## config.mk

```make
export PLATFORM = sky130hd
export DESIGN_NAME = preemptive_priority_scheduler_core
export DESIGN_NICKNAME = d
export VERILOG_FILES = /design/src/hdl/pps_pkg.sv /design/src/hdl/pps_task_mem.sv /design/src/hdl/preemptive_priority_scheduler_core.sv
export SDC_FILE = /design/constraint.sdc
export NUM_CORES = 2
export LEC_CHECK = 0
export ABC_AREA = 0
export BUFFER_PORTS_ARGS = -buffer_cell sky130_fd_sc_hd__buf_2
export CAP_MARGIN = 5
export CORE_MARGIN = 3
export CORE_UTILIZATION = 45
export CTS_BUF_LIST = sky130_fd_sc_hd__clkbuf_16
export CTS_CLUSTER_SIZE = 20
export DETAILED_ROUTE_END_ITERATION = 10
export GPL_ROUTABILITY_DRIVEN = 0
export PLACE_DENSITY = 0.68
export SLEW_MARGIN = 20
export SYNTH_ARGS = -nofsm -noshare
export SYNTH_HDL_FRONTEND = slang
export SYNTH_SLANG_ARGS = --single-unit
```

## constraint.sdc

```tcl
create_clock -name i_clk -period 4.4 [get_ports i_clk]
set_input_delay 0.22 -clock i_clk [delete_from_list [all_inputs] [get_ports i_clk]]
set_output_delay 0.22 -clock i_clk [all_outputs]
set_load 0.01 [all_outputs]
```

## src/hdl/pps_pkg.sv

```systemverilog
`timescale 1ns / 1ps
`default_nettype none
// ----------------------------------------------------------------------------
// Preemptive priority scheduler package
// Shared types and fixed field widths for the scheduler core and its store.
// ----------------------------------------------------------------------------
package pps_pkg;

    localparam int BURST_W    = 16;
    localparam int ARRIVAL_W  = 16;
    localparam int PRIO_W     = 8;
    localparam int TASK_NUM_W = 6;
    localparam int OUT_TIME_W = 21;

    localparam logic [OUT_TIME_W-1:0] TIME_MAX = {OUT_TIME_W{1'b1}};

    // Sequencer states.
    typedef enum logic [2:0] {
        ST_IDLE,
        ST_SCAN,
        ST_DRAIN,
        ST_STEP,
        ST_COMMIT,
        ST_REPORT
    } t_state;

    // Write enables of the task store.
    typedef struct packed {
        logic we_task;
        logic we_rem;
        logic we_comp;
    } t_mem_we;

endpackage : pps_pkg
`default_nettype wire

```

## src/hdl/pps_task_mem.sv

```systemverilog
`timescale 1ns / 1ps
`default_nettype none
// ----------------------------------------------------------------------------
// Task store
// One write address and one read address per cycle; read data is registered.
// ----------------------------------------------------------------------------
module pps_task_mem #(
    parameter int DEPTH = 16,
    parameter int IW    = 4,
    parameter int TW    = 21
) (
    input  wire                          i_clk,
    input  wire pps_pkg::t_mem_we        i_we,
    input  wire [IW-1:0]                 i_waddr,
    input  wire [pps_pkg::BURST_W-1:0]   i_burst,
    input  wire [pps_pkg::ARRIVAL_W-1:0] i_arrival,
    input  wire [pps_pkg::PRIO_W-1:0]    i_prio,
    input  wire [pps_pkg::BURST_W-1:0]   i_rem,
    input  wire [TW-1:0]                 i_comp,
    input  wire [IW-1:0]                 i_raddr,
    output logic [pps_pkg::BURST_W-1:0]   o_burst,
    output logic [pps_pkg::ARRIVAL_W-1:0] o_arrival,
    output logic [pps_pkg::PRIO_W-1:0]    o_prio,
    output logic [pps_pkg::BURST_W-1:0]   o_rem,
    output logic [TW-1:0]                 o_comp
);

    logic [pps_pkg::BURST_W-1:0]   r_burst_mem   [DEPTH];
    logic [pps_pkg::ARRIVAL_W-1:0] r_arrival_mem [DEPTH];
    logic [pps_pkg::PRIO_W-1:0]    r_prio_mem    [DEPTH];
    logic [pps_pkg::BURST_W-1:0]   r_rem_mem     [DEPTH];
    logic [TW-1:0]                 r_comp_mem    [DEPTH];

    always_ff @(posedge i_clk) begin
        if (i_we.we_task) begin
            r_burst_mem[i_waddr]   <= i_burst;
            r_arrival_mem[i_waddr] <= i_arrival;
            r_prio_mem[i_waddr]    <= i_prio;
        end
        if (i_we.we_task || i_we.we_rem) begin
            r_rem_mem[i_waddr] <= i_rem;
        end
        if (i_we.we_comp) begin
            r_comp_mem[i_waddr] <= i_comp;
        end
        o_burst   <= r_burst_mem[i_raddr];
        o_arrival <= r_arrival_mem[i_raddr];
        o_prio    <= r_prio_mem[i_raddr];
        o_rem     <= r_rem_mem[i_raddr];
        o_comp    <= r_comp_mem[i_raddr];
    end

endmodule : pps_task_mem
`default_nettype wire

```

## src/hdl/preemptive_priority_scheduler_core.sv

```systemverilog
`timescale 1ns / 1ps
`default_nettype none
// ----------------------------------------------------------------------------
// Preemptive priority scheduler core
// Loads a task set, simulates preemptive priority scheduling and reports the
// completion, turnaround and waiting time of every task in load order.
// ----------------------------------------------------------------------------
// Usage. A task is transferred at a rising edge with start high and busy low.
// While busy is low one task can be transferred in every cycle; tasks beyond
// MAX_TASKS are discarded. The transfer that carries i_last_task raises busy
// and starts the walk, even when the task itself was discarded.
// The walk is event driven: an event that runs a task (to its completion or
// to a preemption at an arrival) scans the stored tasks through the single
// read port of the task store, drains its registered read (ST_DRAIN), picks
// the run length (ST_STEP) and commits it (ST_COMMIT). An idle jump to the
// next arrival needs no commit.
// A set needs at most about 2N events.
// Reporting then reads one task per cycle; each report passes the registered
// store read and then the report registers, shows on o_strobe for exactly one
// cycle, and the final one carries o_last_result. The receiver cannot stall,
// so nothing is held back. busy falls as the last report is read, so a new
// set may start loading while the last two reports are still leaving.
// A synchronous reset returns the sequencer to idle with an empty set; the
// store contents are left as they are and are rewritten before use.
// ----------------------------------------------------------------------------
module preemptive_priority_scheduler_core #(
    parameter int MAX_TASKS = 16
) (
    input  wire                           i_clk,
    input  wire                           i_rst_n,
    input  wire                           start,
    input  wire [pps_pkg::BURST_W-1:0]    i_burst_time,
    input  wire [pps_pkg::ARRIVAL_W-1:0]  i_arrival_time,
    input  wire [pps_pkg::PRIO_W-1:0]     i_priority_req,
    input  wire                           i_last_task,
    output logic                          busy,
    output logic                          o_strobe,
    output logic [pps_pkg::TASK_NUM_W-1:0] o_task_number,
    output logic [pps_pkg::OUT_TIME_W-1:0] o_finish_time,
    output logic [pps_pkg::OUT_TIME_W-1:0] o_turnaround,
    output logic [pps_pkg::OUT_TIME_W-1:0] o_wait_time,
    output logic                          o_last_result
);

    // Index and count widths; the count must also hold MAX_TASKS itself.
    localparam int IW = (MAX_TASKS > 1) ? $clog2(MAX_TASKS) : 1;
    localparam int CW = $clog2(MAX_TASKS + 1);
    // Simulated time never exceeds the latest arrival plus the sum of bursts,
    // which stays below 2^16 * (MAX_TASKS + 1).
    localparam int TW = pps_pkg::BURST_W + CW;
    // Width in which saturation to the report field is decided.
    localparam int SW = (TW > pps_pkg::OUT_TIME_W) ? TW : pps_pkg::OUT_TIME_W;

    localparam logic [SW-1:0] SAT_LIMIT = SW'(pps_pkg::TIME_MAX);

    // Control registers.
    pps_pkg::t_state r_state, n_state;
    logic [CW-1:0]   r_count, n_count;
    logic [CW-1:0]   r_done, n_done;
    logic [TW-1:0]   r_time, n_time;
    logic [IW-1:0]   r_idx, n_idx;
    logic            r_scan_vld, n_scan_vld;
    logic            r_rep_vld, n_rep_vld;
    logic            r_have_best, n_have_best;
    logic            r_have_next, n_have_next;
    logic            r_strobe;

    // Walk and report payload registers.
    logic [IW-1:0]                 r_rd_idx, n_rd_idx;
    logic                          r_rep_last, n_rep_last;
    logic [IW-1:0]                 r_best, n_best;
    logic [pps_pkg::PRIO_W-1:0]    r_best_prio, n_best_prio;
    logic [pps_pkg::BURST_W-1:0]   r_best_rem, n_best_rem;
    logic [pps_pkg::ARRIVAL_W-1:0] r_next_arr, n_next_arr;
    logic [pps_pkg::BURST_W-1:0]   r_run, n_run;
    logic [pps_pkg::TASK_NUM_W-1:0] r_task_number;
    logic [pps_pkg::OUT_TIME_W-1:0] r_completion, r_turnaround, r_waiting;
    logic                          r_last_result;

    // Store interface.
    pps_pkg::t_mem_we              mem_we;
    logic [IW-1:0]                 mem_waddr;
    logic [pps_pkg::BURST_W-1:0]   mem_rem_wdata;
    logic [pps_pkg::BURST_W-1:0]   mem_burst;
    logic [pps_pkg::ARRIVAL_W-1:0] mem_arrival;
    logic [pps_pkg::PRIO_W-1:0]    mem_prio;
    logic [pps_pkg::BURST_W-1:0]   mem_rem;
    logic [TW-1:0]                 mem_comp;

    logic [pps_pkg::BURST_W-1:0]   burst_fixed;
    logic [TW-1:0]                 gap;
    logic [TW-1:0]                 time_after;
    logic [TW-1:0]                 turn_raw;
    logic [TW-1:0]                 wait_raw;

    pps_task_mem #(
        .DEPTH (MAX_TASKS),
        .IW    (IW),
        .TW    (TW)
    ) u_task_mem (
        .i_clk     (i_clk),
        .i_we      (mem_we),
        .i_waddr   (mem_waddr),
        .i_burst   (burst_fixed),
        .i_arrival (i_arrival_time),
        .i_prio    (i_priority_req),
        .i_rem     (mem_rem_wdata),
        .i_comp    (time_after),
        .i_raddr   (r_idx),
        .o_burst   (mem_burst),
        .o_arrival (mem_arrival),
        .o_prio    (mem_prio),
        .o_rem     (mem_rem),
        .o_comp    (mem_comp)
    );

    // A task that asks for no service at all is treated as needing one unit.
    assign burst_fixed = (i_burst_time == '0) ? pps_pkg::BURST_W'(1) : i_burst_time;

    assign gap        = TW'(r_next_arr) - r_time;
    assign time_after = r_time + TW'(r_run);

    always_ff @(posedge i_clk) begin
        if (!i_rst_n) begin
            r_state     <= pps_pkg::ST_IDLE;
            r_count     <= '0;
            r_done      <= '0;
            r_time      <= '0;
            r_idx       <= '0;
            r_scan_vld  <= 1'b0;
            r_rep_vld   <= 1'b0;
            r_have_best <= 1'b0;
            r_have_next <= 1'b0;
            r_strobe    <= 1'b0;
        end else begin
            r_state     <= n_state;
            r_count     <= n_count;
            r_done      <= n_done;
            r_time      <= n_time;
            r_idx       <= n_idx;
            r_scan_vld  <= n_scan_vld;
            r_rep_vld   <= n_rep_vld;
            r_have_best <= n_have_best;
            r_have_next <= n_have_next;
            r_strobe    <= r_rep_vld;
        end
    end

    always_ff @(posedge i_clk) begin
        r_rd_idx    <= n_rd_idx;
        r_rep_last  <= n_rep_last;
        r_best      <= n_best;
        r_best_prio <= n_best_prio;
        r_best_rem  <= n_best_rem;
        r_next_arr  <= n_next_arr;
        r_run       <= n_run;
    end

    // Sequencer: next state, store control and the scan compare unit.
    always_comb begin
        n_state       = r_state;
        n_count       = r_count;
        n_done        = r_done;
        n_time        = r_time;
        n_idx         = r_idx;
        n_scan_vld    = 1'b0;
        n_rep_vld     = 1'b0;
        n_have_best   = r_have_best;
        n_have_next   = r_have_next;
        n_rd_idx      = r_idx;
        n_rep_last    = (CW'(r_idx) + CW'(1)) == r_count;
        n_best        = r_best;
        n_best_prio   = r_best_prio;
        n_best_rem    = r_best_rem;
        n_next_arr    = r_next_arr;
        n_run         = r_run;
        mem_we        = '0;
        mem_waddr     = r_best;
        mem_rem_wdata = burst_fixed;

        // Fold the entry read in the previous cycle into the running choice:
        // the ready task with the smallest priority number (earliest index on
        // a tie) and the earliest arrival still to come.
        if (r_scan_vld && (mem_rem != '0)) begin
            if (TW'(mem_arrival) <= r_time) begin
                if (!r_have_best || (mem_prio < r_best_prio)) begin
                    n_have_best = 1'b1;
                    n_best      = r_rd_idx;
                    n_best_prio = mem_prio;
                    n_best_rem  = mem_rem;
                end
            end else if (!r_have_next || (mem_arrival < r_next_arr)) begin
                n_have_next = 1'b1;
                n_next_arr  = mem_arrival;
            end
        end

        unique case (r_state)
            pps_pkg::ST_IDLE: begin
                if (start) begin
                    if (r_count < CW'(MAX_TASKS)) begin
                        mem_we.we_task = 1'b1;
                        mem_waddr      = r_count[IW-1:0];
                        n_count        = r_count + CW'(1);
                    end
                    if (i_last_task) begin
                        n_state     = pps_pkg::ST_SCAN;
                        n_idx       = '0;
                        n_time      = '0;
                        n_done      = '0;
                        n_have_best = 1'b0;
                        n_have_next = 1'b0;
                    end
                end
            end
            pps_pkg::ST_SCAN: begin
                n_scan_vld = 1'b1;
                if ((CW'(r_idx) + CW'(1)) == r_count) begin
                    n_state = pps_pkg::ST_DRAIN;
                end else begin
                    n_idx = r_idx + IW'(1);
                end
            end
            pps_pkg::ST_DRAIN: begin
                n_state = pps_pkg::ST_STEP;
            end
            pps_pkg::ST_STEP: begin
                if (!r_have_best) begin
                    // Nothing is ready: jump to the next arrival and rescan.
                    n_time      = TW'(r_next_arr);
                    n_state     = pps_pkg::ST_SCAN;
                    n_idx       = '0;
                    n_have_best = 1'b0;
                    n_have_next = 1'b0;
                end else begin
                    // Run until the task finishes or the next arrival,
                    // whichever comes first.
                    if (r_have_next && (gap < TW'(r_best_rem))) begin
                        n_run = gap[pps_pkg::BURST_W-1:0];
                    end else begin
                        n_run = r_best_rem;
                    end
                    n_state = pps_pkg::ST_COMMIT;
                end
            end
            pps_pkg::ST_COMMIT: begin
                n_time        = time_after;
                mem_we.we_rem = 1'b1;
                mem_rem_wdata = r_best_rem - r_run;
                n_idx         = '0;
                n_have_best   = 1'b0;
                n_have_next   = 1'b0;
                n_state       = pps_pkg::ST_SCAN;
                if (r_run == r_best_rem) begin
                    mem_we.we_comp = 1'b1;
                    n_done         = r_done + CW'(1);
                    if ((r_done + CW'(1)) == r_count) begin
                        n_state = pps_pkg::ST_REPORT;
                    end
                end
            end
            pps_pkg::ST_REPORT: begin
                n_rep_vld = 1'b1;
                if ((CW'(r_idx) + CW'(1)) == r_count) begin
                    n_state = pps_pkg::ST_IDLE;
                    n_count = '0;
                    n_time  = '0;
                    n_done  = '0;
                end else begin
                    n_idx = r_idx + IW'(1);
                end
            end
            default: begin
                n_state = pps_pkg::ST_IDLE;
            end
        endcase
    end

    // Report stage: derive the times from the registered store read and
    // clamp each one to the width of the report fields.
    assign turn_raw = mem_comp - TW'(mem_arrival);
    assign wait_raw = turn_raw - TW'(mem_burst);

    always_ff @(posedge i_clk) begin
        if (r_rep_vld) begin
            r_task_number <= pps_pkg::TASK_NUM_W'(r_rd_idx);
            r_completion  <= (SW'(mem_comp) > SAT_LIMIT) ? pps_pkg::TIME_MAX
                                                          : pps_pkg::OUT_TIME_W'(mem_comp);
            r_turnaround  <= (SW'(turn_raw) > SAT_LIMIT) ? pps_pkg::TIME_MAX
                                                          : pps_pkg::OUT_TIME_W'(turn_raw);
            r_waiting     <= (SW'(wait_raw) > SAT_LIMIT) ? pps_pkg::TIME_MAX
                                                          : pps_pkg::OUT_TIME_W'(wait_raw);
            r_last_result <= r_rep_last;
        end
    end

    assign busy          = (r_state != pps_pkg::ST_IDLE);
    assign o_strobe      = r_strobe;
    assign o_task_number = r_task_number;
    assign o_finish_time = r_completion;
    assign o_turnaround  = r_turnaround;
    assign o_wait_time   = r_waiting;
    assign o_last_result = r_last_result;

endmodule : preemptive_priority_scheduler_core
`default_nettype wire
```

==> out/results.txt <==
Post-synth EDFFs: 1360
Yosys warns: 0
Initial Util: 0.456
Port Buffer Count: 113
Final Max Slew Viols: 0
Final cell count without fillers: 5334
Post-synthesis xor/xnor area fraction: 0.0142
Worst Path Arrival: 4.88 ns
I/O pins: 116
Worst Skew: 0.0416 ns
Final Util: 0.525
Placement-stage cell area: 0.0640 sq mm
Core footprint: 0.132 sq mm
Post-Synthesis Cells: 3175
Vias per cell: 5.79
Worst Path Max Fanout: 8
Share of flip-flops with an asynchronous set or reset: 0
TritonCTS Buffers: 148
Flip-flop and latch count after synthesis: 1485
Vias in the first global route: 31000
Crit path time final: 4.37 ns
Total track usage: 0.210
Maximum vdd drop: 0.423 mV
Routed WL: 144 mm
Global-route wire length before repair: 211 mm
Final period utilization: 0.993
Synth Area in Adders: 0.0296
Cell Rows: 133
Final net count: 3631
Pleak: 23.0 nW
Clock latency on the worst-skew pair: 0.78 ns
Die area: 0.139 sq mm
Number of max-cap violations: 0
Hold Violations, Final: 0
Mapped Area: 0.0604 sq mm
Worst endpoint required time: 4.91 ns
Initial DRT Pass Iterations: 7
Hold WS: 0.339 ns
RSZ-0062 raised after global routing: true
DRC Markers: 0
Commonest non-fill, non-tap cell in the layout: edfxtp_1
Ranking of synthesized cells by area: edfxtp_1, mux4_2, dfxtp_1
Max H-tree Level: 4
Most frequent cells in the layout: edfxtp_1, mux4_2, inv_1
Iter 0 DRT Violations: 3250
Global route overflow: 0
Bufs on Longest Clock Path: 3
Yosys top cell area share: 0.677
Worst min-delay path category: input port to flop
Status: finished, final reports clean
Slew HR: 0.306
Die width: 372 microns
Total power: 0.0373 W
Pin count of the biggest net entering global routing: 108
DR vias: 30900
Synth area leader: edfxtp_1
CP Capture Type: flop
Design area: 0.0695 sq mm
Most used DFF post-synth: edfxtp_1
Syn Area/Cell: 19.0 sq um
Power Density: 537 mW/mm^2
Netlist cell types: 78
TritonCTS clock tree: built
Main combinational cell family by area after synthesis: multiplexers
Placed cells: 4998
Area Overhead vs Synth: 15.1%
Worst slew pin tran: 1.04 ns
Layout cell share with drive strength beyond 1: 0.270
Seq/Total Area, Yosys: 0.718
Initial antenna violation count: 10
Mux cell area share after synthesis: 0.148
Antenna Nets Post-Route: 0
Synth Area in Compound Gates: 0.0386
Die Height: 372 microns
Sink Count: 1485
Final setup violation count: 0
Crit start category: flop
Critical path class: flop to flop
FF-to-FF setup slack: 0.03 ns
Final HPWL DP: 85.1 mm
Clock Pin Slew Worst Setup and Hold Paths: 0.06 ns
Clock Tree Root: clkbuf_16
Fmax: 229 MHz
Post-Synth Simple-Gate Area: 0.0324
DR WL/cell: 27.0 microns
## through the flow
stage,setup TNS [ns],worst slack [ns]
5_1_grt,-3.23,-0.214
3_5_place_dp,-2.70,-0.193
4_1_cts,0,0.0240
2_1_floorplan,0,0.0467
3_3_place_gp,-1.52,-0.110
6_report,0,0.0316
## final cells by class
type	instances	area, sq um
fill	10300	62800
sequential	1485	43400
multi-input combinational	1394	16400
clock buffer	152	3800
timing repair buffer	289	2280
tap	1755	2200
clock inverter	122	931
inverter	129	484
antenna	8	20.0
## synth_stat cells, drive strengths merged, types with 9 or more instances
cell type	n
edfxtp	1360
mux4	385
nor2	142
ha	135
inv	129
dfxtp	125
clkbuf	124
a21oi	85
nand2	78
xnor2	58
o21ai	54
a21o	50
buf	44
xor2	40
nor3	33
nand3	28
o21a	27
a31oi	18
mux2	18
nor2b	18
nand2b	16
a221oi	13
and2	13
nor4	12
or3	11
and3	10
a211o	9
## power breakdown
group	switching (W)	leakage [nW]	internal (W)
combinational	0.00463	7.18	0.00364
sequential	0.000466	13.3	0.0163
clock	0.00531	2.46	0.00695
total	0.0104	23.0	0.0269
## sequential cells by signal (all words and copies together), names as in the netlist, 5 cells and up
signal,flops
r_next_arr,16
r_count,5
u_task_mem.o_arrival,16
o_turnaround,21
r_time,21
u_task_mem.o_comp,21
u_task_mem.o_rem,16
u_task_mem.o_burst,16
o_finish_time,21
r_best_rem,16
u_task_mem.r_prio_mem,128
u_task_mem.r_comp_mem,336
u_task_mem.r_arrival_mem,256
o_wait_time,21
u_task_mem.r_rem_mem,256
r_done,5
r_run,16
u_task_mem.o_prio,8
r_best_prio,8
u_task_mem.r_burst_mem,256
## repair_timing
| item | 4_1_cts | 5_1_grt |
|---|---|---|
| hold endpoints to repair | 641 | 0 |
| endpoints found under the setup margin | 15 | 20 |
| resized for setup | 29 | 26 |
| hold buffers | 43 | 0 |
| pin swaps | 14 | 18 |
| buffers inserted | 9 | 2 |
## critical path, stage by stage (launching register included)
cell and delay (ns):
edfxtp_1 0.40, inv_1 0.07, ha_2 0.18, inv_2 0.04, fa_2 0.37, a211oi_2 0.26
o21ai_2 0.13, a21o_1 0.18, a21oi_2 0.17, xnor2_2 0.14, ha_1 0.26, and4_4 0.17
a2111oi_4 0.35, nand2_1 0.14, a31oi_4 0.20, o31ai_4 0.08, a2111oi_4 0.34, clkbuf_16 0.21
buf_12 0.13, mux2_4 0.30
## per-layer routing
| layer | up-vias | part of all wire | global-route usage |
|---|---|---|---|
| li1 | 13400 | - | - |
| met1 | 16200 | 0.41 | 0.286 |
| met2 | 1178 | 0.49 | 0.338 |
| met3 | 212 | 0.081 | 0.0522 |
| met4 | 2 | 0.024 | 0.0629 |
| met5 | - | 0.000090 | 0 |
## worst paths after layout
path,depth (start not counted),to,start
setup reg to reg,19,r_run[6]$_DFFE_PP_,r_next_arr[0]$_DFFE_PP_
setup / recovery,19,r_run[6]$_DFFE_PP_,r_next_arr[0]$_DFFE_PP_
hold / removal,2,u_task_mem.r_burst_mem[13][0]$_DFFE_PP_,i_burst_time[0]
hold reg to reg,0,o_last_result$_DFFE_PP_,r_rep_last$_DFF_P_
## cells by family after synthesis
logic type | after synthesis
flip-flops | 1485
multiplexers | 411
AND/OR/NAND/NOR | 404
AO/OA/AOI/OAI | 339
buffers and inverters | 297
adder cells (fa/ha/maj) | 140
XOR/XNOR | 98
other | 1
(Power assumes the default switching activity.)
